## src/hw/rtl/lrp_pkg.sv

```systemverilog
// Shared types and constants for the longest-prefix route table.
// Used by lrp_front, lrp_queue, lrp_back and longest_prefix_route_table.
// No dependencies.
package lrp_pkg;

  localparam int ADDR_BITS   = 32;
  localparam int PORT_COUNT  = 16;
  localparam int QUEUE_DEPTH = 2;
  localparam int QPW         = $clog2(QUEUE_DEPTH);
  localparam int QCW         = $clog2(QUEUE_DEPTH + 1);

  localparam logic OP_ADD   = 1'b0;
  localparam logic OP_ROUTE = 1'b1;

  localparam logic [2:0] ST_ADDED      = 3'd0;
  localparam logic [2:0] ST_REPLACED   = 3'd1;
  localparam logic [2:0] ST_FORWARDED  = 3'd2;
  localparam logic [2:0] ST_NO_ROUTE   = 3'd3;
  localparam logic [2:0] ST_TTL_EXPIRED = 3'd4;
  localparam logic [2:0] ST_TABLE_FULL = 3'd5;

  typedef struct packed {
    logic        operation;
    logic [31:0] net_prefix;
    logic [5:0]  net_len;
    logic        has_next_hop;
    logic [31:0] gateway_addr;
    logic [3:0]  out_port;
    logic [31:0] dest_addr;
    logic [7:0]  ttl_in;
  } request_t;

  typedef struct packed {
    logic [2:0]  status;
    logic [3:0]  send_port;
    logic [31:0] hop_addr;
    logic [7:0]  ttl_out;
  } result_t;

  // Classified command as it travels from the front part to the back part
  typedef struct packed {
    logic        is_route;
    logic [31:0] prefix;
    logic [5:0]  len;
    logic        has_gw;
    logic [31:0] gw;
    logic [3:0]  port;
    logic [31:0] dest;
    logic        ttl_ok;
    logic [7:0]  ttl_dec;
  } item_t;

endpackage

```

## src/hw/rtl/lrp_front.sv

```systemverilog
// Front part: accepts commands, saturates the length, reduces the port,
// precomputes the TTL checks and holds one classified command. Uses lrp_pkg.
module lrp_front (
  input  logic              clk,
  input  logic              rst,
  input  logic              start,
  output logic              busy,
  input  lrp_pkg::request_t request,
  input  logic              q_full,
  output logic              push,
  output lrp_pkg::item_t    item
);

  logic           hold_vld;
  lrp_pkg::item_t item_next;
  logic [8:0]     port_red;

  always_comb begin
    port_red = 9'(request.out_port);
    for (int k = 0; k < 8; k++) begin
      if (port_red >= 9'(lrp_pkg::PORT_COUNT)) begin
        port_red = port_red - 9'(lrp_pkg::PORT_COUNT);
      end
    end
    item_next.is_route = (request.operation == lrp_pkg::OP_ROUTE);
    item_next.prefix   = request.net_prefix;
    item_next.len      = (request.net_len > 6'(lrp_pkg::ADDR_BITS)) ?
                         6'(lrp_pkg::ADDR_BITS) : request.net_len;
    item_next.has_gw   = request.has_next_hop;
    item_next.gw       = request.gateway_addr;
    item_next.port     = port_red[3:0];
    item_next.dest     = request.dest_addr;
    item_next.ttl_ok   = (request.ttl_in > 8'd1);
    item_next.ttl_dec  = request.ttl_in - 8'd1;
  end

  assign push = hold_vld && !q_full;
  assign busy = hold_vld && q_full;

  always_ff @(posedge clk) begin
    if (rst) begin
      hold_vld <= 1'b0;
    end else if (start && !busy) begin
      hold_vld <= 1'b1;
    end else if (push) begin
      hold_vld <= 1'b0;
    end
  end

  always_ff @(posedge clk) begin
    if (start && !busy) begin
      item <= item_next;
    end
  end

endmodule

```

## config.mk

```make
export PLATFORM = sky130hd
export DESIGN_NAME = lrp_front
export DESIGN_NICKNAME = d
export VERILOG_FILES = /design/src/hw/rtl/lrp_pkg.sv /design/src/hw/rtl/lrp_front.sv
export SDC_FILE = /design/constraint.sdc
export NUM_CORES = 1
export LEC_CHECK = 0
export BUFFER_PORTS_ARGS = -buffer_cell sky130_fd_sc_hd__buf_2
export CORE_UTILIZATION = 45
export DETAILED_ROUTE_END_ITERATION = 7
export PLACE_DENSITY_LB_ADDON = 0.25
export SLEW_MARGIN = 20
export SYNTH_ARGS = -nofsm -noshare
export SYNTH_HDL_FRONTEND = slang
export SYNTH_SLANG_ARGS = --single-unit
```

## constraint.sdc

```tcl
create_clock -name clk -period 18.8 [get_ports clk]
set_input_delay 4.7 -clock clk [delete_from_list [all_inputs] [get_ports clk]]
set_output_delay 4.7 -clock clk [all_outputs]
set_load 0.1 [all_outputs]
```

* Word-level counts from Yosys, hierarchy flattened
Index checks and enable logic that the tools add are counted.
Cells by class: add/subtract/negate cells 1, order comparisons 2, mux-type cells 2, reduce and logical (&&, ||, !) cells 6
Operators with widths (number):
- $gt 8x1->1 const B | 1
- $sub 8x1->8 const B | 1
- $gt 6x6->1 const B | 1
- $logic_and 1x1->1 | 3
- $logic_not 1->1 | 2
- $mux 1 | 2
- $reduce_bool 2->1 | 1
Word-level totals: flip-flop bits (word level) 118, bits of input ports 120

* Longest topological paths before layout
depth after elaboration 4, mapped depth 5

* Worst setup path after synthesis
OpenSTA, ideal clock, no wires.
path kind in2reg, start in q_full, end reg item[0] in the netlist's numbering (enable), library setup time 606 ps, data arrival time 10492 ps, data required time 18194 ps, setup slack 7703 ps, cell stages on the path 2, buffers on the path 0, cell sequence and2_1 > nor2b_1
Between the ends: cells in the longest elaborated chain, start to end 3
Ends and longest elaborated chain:
- start, declared | RTL line lrp_front.sv:9 | input logic q_full,
- $logic_and 1x1->1 | RTL line lrp_front.sv:38 | assign busy = hold_vld && q_full;
- $logic_not 1->1 | RTL line lrp_front.sv:51 | if (start && !busy) begin
- $logic_and 1x1->1 | RTL line lrp_front.sv:51
- end signal, assigned | RTL line lrp_front.sv:52 | item <= item_next;
- end, declared | RTL line lrp_front.sv:11 | output lrp_pkg::item_t item
Every way passes these cells. A chain may end at the register's enable or synchronous reset.

* Worst setup path in the final report
start in q_full, end out busy
Between the ends: cells in the longest elaborated chain, start to end 1
Ends and longest elaborated chain:
- $logic_and 1x1->1 | RTL line lrp_front.sv:38
- end, declared | RTL line lrp_front.sv:7 | output logic busy,
Every way passes these cells.

==> results.py <==
metrics = {
    "clock_tree": {
        "cts_tree": "yes",
        "hold_buffers": 0,
        "clk_pin_slew_ns": 0.06,
        "h-tree-depth": 4,
        "cts_sinks": 118,
        "clockBufferDepth": 2,
        "post_cts_buffers": 0,
        "cts_root_buf": "clkbuf_8",
        "cts_inserted_buffers": 17,
        "clock_latency_ns": 0.49,
        "cts_resized": 0,
    },
    "sta": {
        "rsz0062_at_grt": "false",
        "tightest_slew_ns": 0.903,
        "setup_viol": 0,
        "max_slew_margin": 0.398,
        "setup_ws_ns": 8.66,
        "maxSlewViolCount": 0,
        "setup_tns_ns": 0,
        "fin_crit_sh": 0.539,
        "fin_crit_ns": 10.14,
        "whs_ns": 0.673,
        "hold_viol_final": 0,
        "clock-skew-final_ns": 0.00516,
        "fmax_ghz": 0.0986,
    },
    "placed_design": {
        "dp.cells": 490,
        "finalWeightedCongestion": 0.720,
        "portBuffers": 238,
        "pre_cts_ws_ns": 8.65,
        "dp_hpwl_mm": 5.88,
    },
    "yosys": {
        "syn_inst": 150,
        "synth_top_area_frac": 0.938,
        "netlist_top_cells_area": "edfxtp_1 (94%), xor2_1 (1.4%), nor2b_1 (1.2%)",
        "synth_edf_count": 117,
        "yosysMostFrequentCell": "edfxtp_1",
        "yosys_warnings": 0,
        "synth_seq_cells": 118,
        "ys.flop_type": "edfxtp_1",
        "syn_area_um2": 3750,
        "synth_top_cell_by_area": "edfxtp_1",
        "ys_seq_area_frac": 0.943,
        "yosysUniqueCellTypes": 13,
        "synth_top_cells_by_count": "edfxtp_1 (117), nor2b_1 (7), xor2_1 (6)",
        "syn-num-nets": 272,
        "async_flop_share": 0,
        "synth.avg_cell_area_um2": 25.0,
    },
    "power_and_ir_drop": {
        "power_per_cell_area_nw_per_um2": 140,
        "p_leak_nw": 2.50,
        "vdd_ir_drop_max_mv": 0.0859,
    },
    "floorplanning": {
        "die_y_um": 93.2,
        "io_pins": 239,
        "core-area_um2": 7890,
        "initial_core_util": 0.475,
        "die_area_um2": 8690,
        "die_w_um": 93.2,
        "num_rows": 32,
    },
    "global_route": {
        "grt_max_degree": 76,
        "first_global_vias": 2270,
        "gr-usage-all-layers": 0.192,
        "grt_pass1_wl_mm": 11.6,
        "antenna_found_initial": 0,
        "grt-ovfl-total": 0,
    },
    "routing": {
        "drt-initial-drc-count": 134,
        "vias": 2347,
        "vias_per_cell": 4.49,
        "routed_wl_mm": 8.17,
        "first_pass_iters": 4,
        "wl_per_cell_um": 15.6,
        "top_layer": "met4",
        "ant_nets": 0,
        "met3_length_um": 703,
        "drt-met1-wl_mm": 2.95,
        "drc": 0,
        "met2_length_mm": 4.41,
    },
    "final_layout": {
        "final_nets": 530,
        "layout.cells.non_filler": 523,
        "diodes": 0,
        "areaGrowthSynthToFinish_pct": 53.1,
        "seq_area_um2": 3530,
        "nFillCells": 507,
        "multiInputGateArea_um2": 201,
        "drive_above_1_share": 0.653,
    },
    "setup_path": {
        "crit_fanout": 3,
        "critPathLaunchType": "input port",
        "critPathBufInv": 2,
        "critical_path_class": "input port to output port",
        "worstSetupEndpointType": "output port",
        "cp.arrival_ns": 5.44,
        "max_stage_delay_ns": 0.45,
        "path_cells": "buf_2, and2_1, buf_2",
        "cp_top_family": "buffers and inverters",
        "cp_data_required_time_ns": 14.10,
        "cpMostUsedCell": "buf_2",
        "worst_path_max_delay_cell": "buf_2",
    },
    "hold_path": {
        "hp-class": "flop to flop",
    },
    "job": {
        "max-cap-violations": 0,
    },
    "run_status": {
        "status": "complete, no violations",
    },
}
## logic make-up (layout without fill, tap and decap cells)
logic type / Yosys count / count (layout) / synth area share
simple gates: 19 / 19 / 0.0311
xor+xnor: 6 / 6 / 0.0140
flops: 118 / 118 / 0.943
buf+inv: 5 / 276 / 0.00501
fa+ha+maj: 2 / 2 / 0.00668
## state kept, by name (all words and copies together), names as in the netlist
signal,cells
item,117
hold_vld,1
## routing by layer
| metal | track usage | up-vias |
|---|---|---|
| met3 | 0.0780 | 8 |
| met5 | 0 | - |
| met1 | 0.202 | 1091 |
| met4 | 0.0808 | 0 |
| li1 | - | 1109 |
| met2 | 0.338 | 139 |
## where the power goes
group	switching, W	total, W	leakage [nW]	internal (W)
registers	0.00000339	0.000312	1.14	0.000308
logic	0.000126	0.000146	1.06	0.0000202
clock network	0.000114	0.000344	0.303	0.000230
## layout make-up
| class | count | share of cell area |
|---|---|---|
| Clock inverter | 15 | 0.0393 |
| Multi-Input combinational cell | 27 | 0.0351 |
| Clock buffer | 17 | 0.0722 |
| Timing Repair Buffer | 240 | 0.212 |
| Inverter | 4 | 0.00262 |
| Sequential cell | 118 | 0.616 |
| Tap cell | 102 | 0.0223 |
## through the flow
step	util	cell area, um^2	total power (W)
final	0.727	5740	0.000801
after global routing	0.727	5740	0.000825
after CTS	0.725	5720	0.000808
after detailed placement	0.644	5080	0.000463
after global placement	0.644	5080	0.000461
after floorplan	-	3750	0.000436
## worst reg2reg max path: cells and delay by family, from the launching register on
family | cells | cell delay (ns)
flip-flops | 1 | 0.30
AND/OR/NAND/NOR | 2 | 0.58
buffers and inverters | 2 | 1.01
## final timing paths
check	start	to	slack [ns]	depth (start not counted)
hold / removal	hold_vld$_SDFFE_PP0P_	hold_vld$_SDFFE_PP0P_	0.67	3
hold reg to reg	hold_vld$_SDFFE_PP0P_	hold_vld$_SDFFE_PP0P_	0.67	3
setup reg to reg	hold_vld$_SDFFE_PP0P_	item[51]$_DFFE_PP_	16.52	4
setup / recovery	q_full	busy	8.66	3
## cell usage in the layout (no fill, tap or decap)
cell,Yosys,routed
nor2_1,5,5
buf_4,0,1
inv_1,4,4
edfxtp_1,117,117
or4_2,1,1
nor4_1,1,1
xor2_1,6,6
clkinv_4,0,1
buf_2,0,238
nor3_1,2,2
bufinv_16,0,5
nor2b_1,7,6
dfxtp_1,1,1
clkinvlp_4,0,3
and2_1,1,1
buf_12,0,1
or4_4,2,2
nor2b_4,0,1
inv_6,0,4
clkbuf_16,0,16
clkbuf_8,0,1
ha_1,2,2
clkinv_1,0,1
clkinv_2,0,1
Note: power is estimated with default switching activity, not from simulation.
