===== config.mk =====
export PLATFORM = sky130hd
export DESIGN_NAME = lrp_queue
export DESIGN_NICKNAME = d
export VERILOG_FILES = /design/src/hw/rtl/lrp_pkg.sv /design/src/hw/rtl/lrp_queue.sv
export SDC_FILE = /design/constraint.sdc
export NUM_CORES = 1
export LEC_CHECK = 0
export ABC_AREA = 0
export BUFFER_PORTS_ARGS = -buffer_cell sky130_fd_sc_hd__buf_2
export CORE_MARGIN = 3
export CORE_UTILIZATION = 52
export CTS_CLUSTER_DIAMETER = 200
export DETAILED_ROUTE_END_ITERATION = 7
export GPL_ROUTABILITY_DRIVEN = 0
export PLACE_DENSITY = 0.89
export SLEW_MARGIN = 40
export SYNTH_ARGS = -nofsm -noshare
export SYNTH_HDL_FRONTEND = slang
export SYNTH_SLANG_ARGS = --single-unit

===== constraint.sdc =====
create_clock -name clk -period 9.88 [get_ports clk]
set_input_delay 2.964 -clock clk [delete_from_list [all_inputs] [get_ports clk]]
set_output_delay 2.964 -clock clk [all_outputs]
set_load 0.005 [all_outputs]

===== src/hw/rtl/lrp_pkg.sv =====
// Shared types and constants for the longest-prefix route table.
// Used by lrp_front, lrp_queue, lrp_back and longest_prefix_route_table.
// No dependencies.
package lrp_pkg;

  localparam int ADDR_BITS   = 32;
  localparam int PORT_COUNT  = 16;
  localparam int QUEUE_DEPTH = 2;
  localparam int QPW         = $clog2(QUEUE_DEPTH);
  localparam int QCW         = $clog2(QUEUE_DEPTH + 1);

  localparam logic OP_ADD   = 1'b0;
  localparam logic OP_ROUTE = 1'b1;

  localparam logic [2:0] ST_ADDED      = 3'd0;
  localparam logic [2:0] ST_REPLACED   = 3'd1;
  localparam logic [2:0] ST_FORWARDED  = 3'd2;
  localparam logic [2:0] ST_NO_ROUTE   = 3'd3;
  localparam logic [2:0] ST_TTL_EXPIRED = 3'd4;
  localparam logic [2:0] ST_TABLE_FULL = 3'd5;

  typedef struct packed {
    logic        operation;
    logic [31:0] net_prefix;
    logic [5:0]  net_len;
    logic        has_next_hop;
    logic [31:0] gateway_addr;
    logic [3:0]  out_port;
    logic [31:0] dest_addr;
    logic [7:0]  ttl_in;
  } request_t;

  typedef struct packed {
    logic [2:0]  status;
    logic [3:0]  send_port;
    logic [31:0] hop_addr;
    logic [7:0]  ttl_out;
  } result_t;

  // Classified command as it travels from the front part to the back part
  typedef struct packed {
    logic        is_route;
    logic [31:0] prefix;
    logic [5:0]  len;
    logic        has_gw;
    logic [31:0] gw;
    logic [3:0]  port;
    logic [31:0] dest;
    logic        ttl_ok;
    logic [7:0]  ttl_dec;
  } item_t;

endpackage


===== src/hw/rtl/lrp_queue.sv =====
// Short command queue between the front and back parts.
// Uses lrp_pkg for the item type and depth.
module lrp_queue (
  input  logic           clk,
  input  logic           rst,
  input  logic           push,
  input  lrp_pkg::item_t push_item,
  output logic           full,
  input  logic           pop,
  output logic           empty,
  output lrp_pkg::item_t head
);

  lrp_pkg::item_t              slots [lrp_pkg::QUEUE_DEPTH];
  logic [lrp_pkg::QPW-1:0]     wr_ptr;
  logic [lrp_pkg::QPW-1:0]     rd_ptr;
  logic [lrp_pkg::QCW-1:0]     fill;

  assign full  = (fill == lrp_pkg::QCW'(lrp_pkg::QUEUE_DEPTH));
  assign empty = (fill == '0);
  assign head  = slots[rd_ptr];

  always_ff @(posedge clk) begin
    if (rst) begin
      wr_ptr <= '0;
      rd_ptr <= '0;
      fill   <= '0;
    end else begin
      if (push) begin
        wr_ptr <= (wr_ptr == lrp_pkg::QPW'(lrp_pkg::QUEUE_DEPTH - 1)) ?
                  '0 : wr_ptr + lrp_pkg::QPW'(1);
      end
      if (pop) begin
        rd_ptr <= (rd_ptr == lrp_pkg::QPW'(lrp_pkg::QUEUE_DEPTH - 1)) ?
                  '0 : rd_ptr + lrp_pkg::QPW'(1);
      end
      case ({push, pop})
        2'b10:   fill <= fill + lrp_pkg::QCW'(1);
        2'b01:   fill <= fill - lrp_pkg::QCW'(1);
        default: fill <= fill;
      endcase
    end
  end

  always_ff @(posedge clk) begin
    if (push) begin
      slots[wr_ptr] <= push_item;
    end
  end

endmodule


* Word level (Yosys, flattened, before mapping) *
Memory sizes are Yosys's and may differ from the RTL's. A register that Yosys moved wholly into a read port is not among the register bits.
Index checks and enable logic that the tools add are counted.

storage, ports and cells
  register bits after elaboration = 4
  memory bits (writable) = 234
  bits of input ports = 121
  logic and storage cells = 20
  memories = 1

cells by class
  add/subtract/negate cells = 4
  eq/ne operators = 3
  multiplexer cells = 7
  reduce and logical (&&, ||, !) cells = 2

memories
  memory  words  bits a word  rd ports  clocked after Yosys merged registers in  wr ports  line             source
  slots   2      117          1         1                                        1         lrp_queue.sv:14  lrp_pkg::item_t slots [lrp_pkg::QUEUE_DEPTH];

operators with widths
  cell                                               count
  two-way mux 1 bit                                  6
  == test 2 bit (second input constant)              2
  case mux 2 bit (2 select lines)                    1
  adder 1 bit (second input constant)                2
  adder 2 x 1 -> 2 bit (second input constant)       1
  == test 2 x 1 -> 1 bit (second input constant)     1
  zero test 2 bit                                    1
  nonzero test 2 bit                                 1
  subtractor 2 x 1 -> 2 bit (second input constant)  1

* Depth between registers and ports, before layout *
Gate-level depths: netlist of run 1.

  word-level depth = 4
  mapped depth = 5

* Worst setup path before layout of run 1 *
OpenSTA, ideal clock, no wires.

  path type = in2reg
  from = in push
  to = mem slots[0][0] (netlist bit) (enable)
  data arrival time = 7.923 ns
  required time = 9.283 ns
  path slack = 1.359 ns
  cell stages on the path = 2
  path buffers = 0
  cells stage by stage = inv_1 > nor2_1

between the ends
  longest elaborated chain between the ends = 2

ends and longest elaborated chain
  item                                     line             source
  from (decl)                              lrp_queue.sv:6   input logic push,
  two-way mux 1 bit                        lrp_queue.sv:46  if (push) begin
  two-way mux 1 bit (not written as such)  lrp_queue.sv:47  slots[wr_ptr] <= push_item;
  to (decl)                                lrp_queue.sv:14

Every way passes these cells.

==> results of run 1 <==
[routing by layer]
metal  part of all wire  vias up  global-route usage
li1                   -     2051                   -
met1               0.37     2148               0.199
met2               0.52      189               0.316
met3              0.079       41              0.0503
met4              0.026        2              0.0644
met5            0.00078        -                   0
[registers in the layout, indices dropped and copies added, names as in the netlist, named ones only]
signal  flops
fill        2
rd_ptr      1
slots     234
wr_ptr      1
[cells in the mapped netlist, drive strengths merged]
master / count
edfxtp: 234
mux2: 117
buf: 13
nor2: 6
dfxtp: 5
xnor2: 3
a21oi: 1
and2: 1
and2b: 1
ha: 1
inv: 1
o21ai: 1
or3: 1
xor2: 1
[where the power goes]
group / switching [mW] / internal [mW] / total, mW / leakage (nW)
clock: 0.337 / 0.472 / 0.809 / 0.351
combinational: 0.102 / 0.111 / 0.212 / 1.47
sequential: 0.0234 / 1.18 / 1.21 / 2.24
[area by class of cell]
type / instances / area, µm² / area share
clock inverters: 8 / 41.3 / 0.00382
repair buffers: 245 / 1270 / 0.117
well taps: 216 / 270 / 0.0250
diodes: 1 / 2.50 / 0.000231
inverters: 1 / 3.75 / 0.000347
flip-flops and latches: 239 / 7130 / 0.659
clock buffers: 35 / 673 / 0.0622
multi-input cells: 133 / 1430 / 0.132
[final timing paths]
check,from,endpoint,slack [ns],depth (start not counted)
max reg2reg,wr_ptr,slots[1][109],7.63,3
min,fill[1],fill[1],0.54,2
max,flip-flop,head[91],4.42,3
min reg2reg,fill[1],fill[1],0.54,2
[cells by family after synthesis]
family / share of synthesized area
mux: 0.152
fa+ha+maj: 0.00145
xor+xnor: 0.00405
simple gates: 0.00507
compound gates: 0.00116
buf+inv: 0.0116
flops: 0.824
[placed cells by master (no fill, tap or decap)]
master,n
or3_1,1
xnor2_1,3
clkinv_1,1
buf_6,1
clkinv_2,6
and2_4,1
buf_12,2
nor2_4,1
inv_1,1
mux2_2,117
buf_4,3
dfxtp_4,1
clkinvlp_4,1
buf_2,239
xor2_1,1
dfxtp_1,4
a21oi_1,1
clkbuf_8,1
nor2_1,5
o21ai_0,1
ha_1,1
clkbuf_16,25
clkbuf_1,9
diode_2,1
and2b_2,1
edfxtp_1,234
[critical path: stages (launching register included)]
cell	delay [ns]
dfxtp_4	0.77
buf_6	0.58
mux2_2	0.42
buf_2	0.13
[through the flow]
step / util / hold slack (ns) / std cells / power [mW]
after floorplan: - / 0.461 / 386 / 1.34
after global placement: 0.626 / 0.477 / 832 / 1.43
after detailed placement: 0.626 / 0.512 / 832 / 1.44
after CTS: 0.671 / 0.536 / 875 / 2.25
after global routing: 0.674 / 0.589 / 878 / 2.32
final: 0.674 / 0.539 / 878 / 2.23
==> results.py, run 1 <==
metrics = {
    "run_status": {
        "outcome": "finished clean",
    },
    "global_route": {
        "antenna_found_initial": 2,
        "grt_first_pass_wirelength_um": 25000,
        "grt_pass1_vias": 4882,
        "grt_use_total": 0.175,
        "grt_max_degree": 68,
        "grt_remaining_overflow": 0,
    },
    "setup_path": {
        "cp.arrival_ns": 2.50,
        "cp-end-kind": "output pin",
        "critical_path_class": "reg2out",
        "worstPathMaxFanout": 67,
        "worst_setup_path_start_kind": "flip-flop",
        "required_ns": 6.92,
    },
    "timing": {
        "final.min_clock_period_ns": 5.46,
        "fin_ws_ns": 4.42,
        "worst_pin_slew_ns": 0.768,
        "fmax_mhz": 183,
        "rsz0062_at_grt": "no",
        "slew_violations": 0,
        "setup_viol_count_final": 0,
        "post-route-period-util": 0.553,
        "finalHoldViolations": 0,
        "skew_ns": 0.0252,
        "slew_headroom": 0.488,
        "fin_setup_tns_ns": 0,
    },
    "floorplanning": {
        "core_area_mm2": 0.0161,
        "io_pins": 240,
        "die_area_mm2": 0.0182,
        "die_w_um": 135,
        "placementRows": 46,
        "die_height_um": 135,
        "start_util": 0.538,
    },
    "clocking": {
        "cts_tree": "built",
        "cts_buffers": 24,
        "cts_max_path_buffers": 3,
        "insertion_delay_ns": 0.50,
        "postCtsResizedCells": 0,
        "htree_levels": 1,
        "clk_pin_slew_worst_paths_ns": 0.06,
        "clock_sinks": 239,
        "cts_root_buffer": "clkbuf_16",
        "ctsHoldBuffers": 0,
        "postCtsSetupBuffers": 0,
    },
    "logic_synthesis": {
        "syn-num-nets": 508,
        "ys_ff_latch": 239,
        "yosysUniqueCellTypes": 15,
        "synth_top_area_frac": 0.813,
        "yosys_warnings": 0,
        "seq_area_frac_synth": 0.824,
        "netlist_area_mm2": 0.00865,
        "netlist_instances": 386,
        "synth_top_area_cell": "edfxtp_1",
        "avgSynthCellArea_um2": 22.4,
        "synthTopCellsByArea": "edfxtp_1 (81%), mux2_2 (15%), dfxtp_1 (1.2%)",
    },
    "detailed_routing": {
        "vias_per_cell": 5.05,
        "drt_wl_total_um": 16600,
        "vias": 4431,
        "wl_per_cell_um": 18.9,
        "drt-initial-drc-count": 229,
        "drcViolationCount": 0,
        "ant_nets": 0,
        "drt_pass1_iterations": 4,
    },
    "cells_and_area": {
        "drive_above_1_share": 0.604,
        "final_area_mm2": 0.0108,
        "layout.nets": 766,
        "area_growth_pct": 25.2,
        "fillers": 1043,
    },
    "place": {
        "place_ws_ns": 4.74,
        "post-dp-hpwl_um": 11200,
        "place_area_mm2": 0.0101,
        "port_buffers": 239,
    },
    "power": {
        "power_leakage_nw": 4.06,
        "ir_drop_mv": 0.171,
        "power_density_mw_per_mm2": 206,
    },
    "hold_path": {
        "hold_path_class": "reg2reg",
    },
    "run": {
        "drv_cap": 0,
    },
}
Note: power is estimated with default switching activity, not from simulation.
==> run 2, diff against run 1 <==
clock period = 5.55 ns   (was 9.88 ns; I/O delays follow)
==> results.py, run 2 (synthesis gave the netlist of run 1 again) <==
metrics = {
    "clocking": {
        "clk_pin_slew_worst_paths_ns": 0.05,
        "postCtsSetupBuffers": 0,
        "ctsHoldBuffers": 0,
        "postCtsResizedCells": 0,
        "cts_buffers": 23,
        "cts_tree": "built",
        "cts_root_buffer": "clkbuf_16",
        "cts_max_path_buffers": 3,
        "insertion_delay_ns": 0.49,
        "htree_levels": 1,
        "clock_sinks": 239,
    },
    "detailed_routing": {
        "vias": 4458,
        "vias_per_cell": 5.13,
        "dr_wl_met3_um": 1290,
        "drt-initial-drc-count": 329,
        "drt_pass1_iterations": 5,
        "dr.max_layer_used": "met5",
        "drt_wl_total_um": 16800,
        "drcViolationCount": 0,
        "ant_nets": 0,
        "wl_per_cell_um": 19.3,
        "wl_met2_um": 8790,
        "met1_length_um": 6210,
    },
    "setup_path": {
        "cp_top_family": "flip-flops",
        "crit_buf_inv": 2,
        "cpMaxStageDelayCell": "dfxtp_4",
        "required_ns": 3.88,
        "crit_path_cell_trace": "buf_12 -> mux2_2 -> buf_2",
        "worstPathMaxFanout": 59,
        "cp-end-kind": "output pin",
        "critical_path_class": "reg2out",
        "cp.arrival_ns": 2.34,
        "worst_setup_path_start_kind": "flip-flop",
        "max_stage_delay_ns": 0.85,
    },
    "global_route": {
        "antenna_found_initial": 3,
        "grt_remaining_overflow": 0,
        "grt_use_total": 0.176,
        "grt_pass1_vias": 4838,
        "grt_first_pass_wirelength_um": 25100,
        "grt_max_degree": 118,
    },
    "run": {
        "drv_cap": 0,
    },
    "floorplanning": {
        "die_height_um": 135,
        "io_pins": 240,
        "core_area_mm2": 0.0161,
        "start_util": 0.538,
        "die_w_um": 135,
        "placementRows": 46,
        "die_area_mm2": 0.0182,
    },
    "timing": {
        "fin_ws_ns": 1.55,
        "skew_ns": 0.00814,
        "fin_setup_tns_ns": 0,
        "slew_headroom": 0.467,
        "post-route-period-util": 0.722,
        "worst_pin_slew_ns": 0.800,
        "setup_viol_count_final": 0,
        "slew_violations": 0,
        "rsz0062_at_grt": "no",
        "finalHoldViolations": 0,
        "whs_ns": 0.521,
        "final.min_clock_period_ns": 4.00,
        "fmax_mhz": 250,
    },
    "hold_path": {
        "hold_path_class": "reg2reg",
    },
    "cells_and_area": {
        "drive_above_1_share": 0.602,
        "final_area_mm2": 0.0108,
        "area_growth_pct": 24.5,
        "final_common_cell": "buf_2",
        "antenna_cells": 0,
        "post-route-util": 0.670,
        "layout.nets": 762,
        "largest_register": "slots",
        "most-common-layout-cells": "buf_2 (239), edfxtp_1 (234), mux2_2 (117)",
        "reg_top3": "slots (234), fill (2)",
        "fillers": 1026,
        "largest_register_ffs": 234,
    },
    "power": {
        "power_switching_share": 0.210,
        "p_clk_frac": 0.357,
        "power_density_mw_per_mm2": 365,
        "p_int_mw": 3.10,
        "switchingPower_mw": 0.825,
        "p_comb_frac": 0.095,
        "seq_power_share": 0.548,
        "power_leakage_nw": 4.01,
        "ir_drop_mv": 0.303,
    },
    "place": {
        "port_buffers": 239,
        "post-dp-hpwl_um": 11100,
        "place_area_mm2": 0.0101,
        "place_ws_ns": 2.04,
    },
    "run_status": {
        "outcome": "finished clean",
    },
}
## run 2: cell types whose count changed in the layout (fill, tap and decap cells not counted)
| cell | change |
|---|---|
| clkinvlp_4 | +2 |
| clkbuf_1 | -6 |
| bufinv_16 | +1 |
| clkinv_1 | +4 |
| clkbuf_8 | -1 |
| buf_12 | +1 |
| buf_4 | -3 |
| clkbuf_16 | -2 |
| buf_6 | -1 |
| diode_2 | -1 |
| clkinv_2 | -3 |
## run 2: final cells by class
class                           instances  area [µm²]  share of cell area
Sequential cell                       239        7130               0.663
Multi-Input combinational cell        133        1430               0.133
Timing Repair Buffer                  242        1260               0.117
Clock buffer                           26         587              0.0545
Tap cell                              216         270              0.0251
Clock inverter                         12        86.3             0.00802
Inverter                                1        3.75            0.000349
## run 2: through the flow
| step | instances | total power, mW |
|---|---|---|
| 2_1_floorplan | 386 | 2.38 |
| 3_3_place_gp | 831 | 2.54 |
| 3_5_place_dp | 831 | 2.57 |
| 4_1_cts | 869 | 3.98 |
| 5_1_grt | 869 | 4.08 |
| 6_report | 869 | 3.93 |
## run 2: power by group through the flow
stage / registers, mW / logic, mW / clock network (mW)
4_1_cts: 2.15 / 0.382 / 1.44
3_3_place_gp: 2.18 / 0.362 / 0
3_5_place_dp: 2.19 / 0.379 / 0
5_1_grt: 2.16 / 0.407 / 1.51
6_report: 2.15 / 0.375 / 1.40
2_1_floorplan: 2.17 / 0.208 / 0
## run 2: layer usage
layer / track usage / up-vias
met2: 0.320 / 175
met5: 0 / -
li1: - / 2042
met1: 0.201 / 2187
met4: 0.0560 / 6
met3: 0.0510 / 48
## run 2: worst reg2reg max path, cell delays in order, from the launching register on
cell	delay [ns]
dfxtp_1	0.42
and2_4	0.66
buf_12	0.42
## run 2: worst paths after layout
check,start,to,slack [ns],cells after the start
worst max-delay path,flip-flop,head[34],1.55,3
worst max register to register,wr_ptr,slots[1][63],3.64,2
worst min-delay path,rd_ptr,rd_ptr,0.52,2
worst min register to register,rd_ptr,rd_ptr,0.52,2
==> run 3, diff against run 2 <==
CORE_UTILIZATION = 47   (was 52)
PLACE_DENSITY = 0.86   (was 0.89)
clock period = 3.3 ns   (was 5.55 ns; I/O delays follow)
==> results.py, run 3 (synthesis gave the netlist of run 1 again) <==
metrics = {
    "run_status": {
        "outcome": "finished clean",
    },
    "cells_and_area": {
        "final_common_cell": "buf_2",
        "most-common-layout-cells": "buf_2 (239), edfxtp_1 (234), mux2_2 (117)",
        "largest_register": "slots",
        "largest_register_ffs": 234,
        "reg_top3": "slots (234), fill (2)",
        "antenna_cells": 0,
        "fillers": 1267,
        "drive_above_1_share": 0.601,
        "area_growth_pct": 26.2,
        "layout.nets": 767,
    },
    "detailed_routing": {
        "drcViolationCount": 0,
        "ant_nets": 0,
        "vias": 4401,
        "drt_pass1_iterations": 4,
        "drt_wl_total_um": 16700,
        "drt-initial-drc-count": 194,
        "vias_per_cell": 4.96,
        "wl_per_cell_um": 18.8,
    },
    "floorplanning": {
        "die_area_mm2": 0.0201,
        "start_util": 0.490,
        "placementRows": 48,
        "core_area_mm2": 0.0177,
        "die_height_um": 142,
        "io_pins": 240,
        "die_w_um": 142,
    },
    "run": {
        "drv_cap": 0,
    },
    "place": {
        "post-dp-hpwl_um": 11200,
        "place_ws_ns": 0.851,
        "port_buffers": 239,
    },
    "clocking": {
        "postCtsResizedCells": 0,
        "cts_root_buffer": "clkbuf_16",
        "insertion_delay_ns": 0.50,
        "clk_pin_slew_worst_paths_ns": 0.06,
        "htree_levels": 1,
        "cts_max_path_buffers": 3,
        "ctsHoldBuffers": 0,
        "cts_tree": "built",
        "cts_buffers": 25,
        "postCtsSetupBuffers": 0,
        "clock_sinks": 239,
    },
    "setup_path": {
        "max_stage_delay_ns": 0.53,
        "worstPathMaxFanout": 52,
        "timing.reg2reg.setup_slack_ns": 1.63,
        "cpMaxStageDelayCell": "buf_4",
        "cp.arrival_ns": 1.98,
        "worst_setup_path_start_kind": "flip-flop",
        "critical_path_class": "reg2out",
        "cp-end-kind": "output pin",
        "crit_path_cell_trace": "buf_4 -> mux2_2 -> buf_2",
        "required_ns": 2.31,
        "crit_buf_inv": 2,
        "cp_top_family": "buffers and inverters",
    },
    "global_route": {
        "antenna_found_initial": 1,
        "grt_pass1_vias": 4787,
        "grt_remaining_overflow": 0,
        "grt_first_pass_wirelength_um": 25400,
        "grt_max_degree": 66,
        "grt_use_total": 0.159,
    },
    "timing": {
        "finalHoldViolations": 0,
        "slew_violations": 0,
        "rsz0062_at_grt": "no",
        "skew_ns": 0.00476,
        "final.min_clock_period_ns": 2.97,
        "slew_headroom": 0.498,
        "fmax_mhz": 337,
        "fin_setup_tns_ns": 0,
        "setup_viol_count_final": 0,
        "post-route-period-util": 0.899,
        "worst_pin_slew_ns": 0.753,
        "fin_ws_ns": 0.332,
    },
    "power": {
        "ir_drop_mv": 0.612,
        "power_leakage_nw": 4.08,
        "power_density_mw_per_mm2": 634,
    },
    "hold_path": {
        "hold_path_class": "reg2reg",
    },
}
-- run 3: cell types whose count changed in the layout (fill, tap and decap cells not counted) --
cell and change:
clkbuf_1 +4, buf_4 +3, bufinv_16 +2, clkbuf_16 +2, clkinv_2 -2
-- run 3: tightest hold or removal path, stage by stage (launching register included) --
cell and delay, ns:
dfxtp_1 0.33, o21ai_0 0.08, a21oi_1 0.06
-- run 3: path summary, 6_finish.rpt --
path	cells after the start	endpoint	startpoint
setup / recovery	3	head[25]	flip-flop
setup reg to reg	2	slots[1][83]	wr_ptr
hold reg to reg	2	fill[1]	fill[1]
hold / removal	2	fill[1]	fill[1]
-- run 3: report_power, final --
part	internal [mW]	leakage (nW)	switching, mW
logic	0.334	1.47	0.323
registers	3.54	2.24	0.0476
clock network	1.62	0.371	1.05
total	5.50	4.08	1.42
-- run 3: layout make-up --
| cell class | count | area, µm² | area share |
|---|---|---|---|
| Clock buffer | 32 | 652 | 0.0597 |
| Clock inverter | 12 | 136 | 0.0125 |
| Inverter | 1 | 3.75 | 0.000344 |
| Multi-Input combinational cell | 133 | 1430 | 0.131 |
| Sequential cell | 239 | 7130 | 0.653 |
| Tap cell | 225 | 282 | 0.0258 |
| Timing Repair Buffer | 245 | 1280 | 0.117 |
-- run 3: metrics by stage --
| step | std cells | util | power [mW] | cell area (µm²) | hold slack [ns] |
|---|---|---|---|---|---|
| after global routing | 887 | 0.618 | 7.19 | 10900 | 0.568 |
| after floorplan | 386 | - | 3.99 | 8650 | 0.461 |
| after detailed placement | 843 | 0.573 | 4.32 | 10100 | 0.496 |
| final | 887 | 0.618 | 6.92 | 10900 | 0.517 |
| after global placement | 843 | 0.573 | 4.28 | 10100 | 0.484 |
| after CTS | 887 | 0.618 | 7.00 | 10900 | 0.503 |
-- run 3: metal layers --
metal | wire length, µm | global-route usage | vias to the layer above
li1 | - | - | 2054
met1 | 6210 | 0.185 | 2127
met2 | 8550 | 0.284 | 174
met3 | 1360 | 0.0482 | 44
met4 | 514 | 0.0505 | 2
met5 | 12 | 0 | -
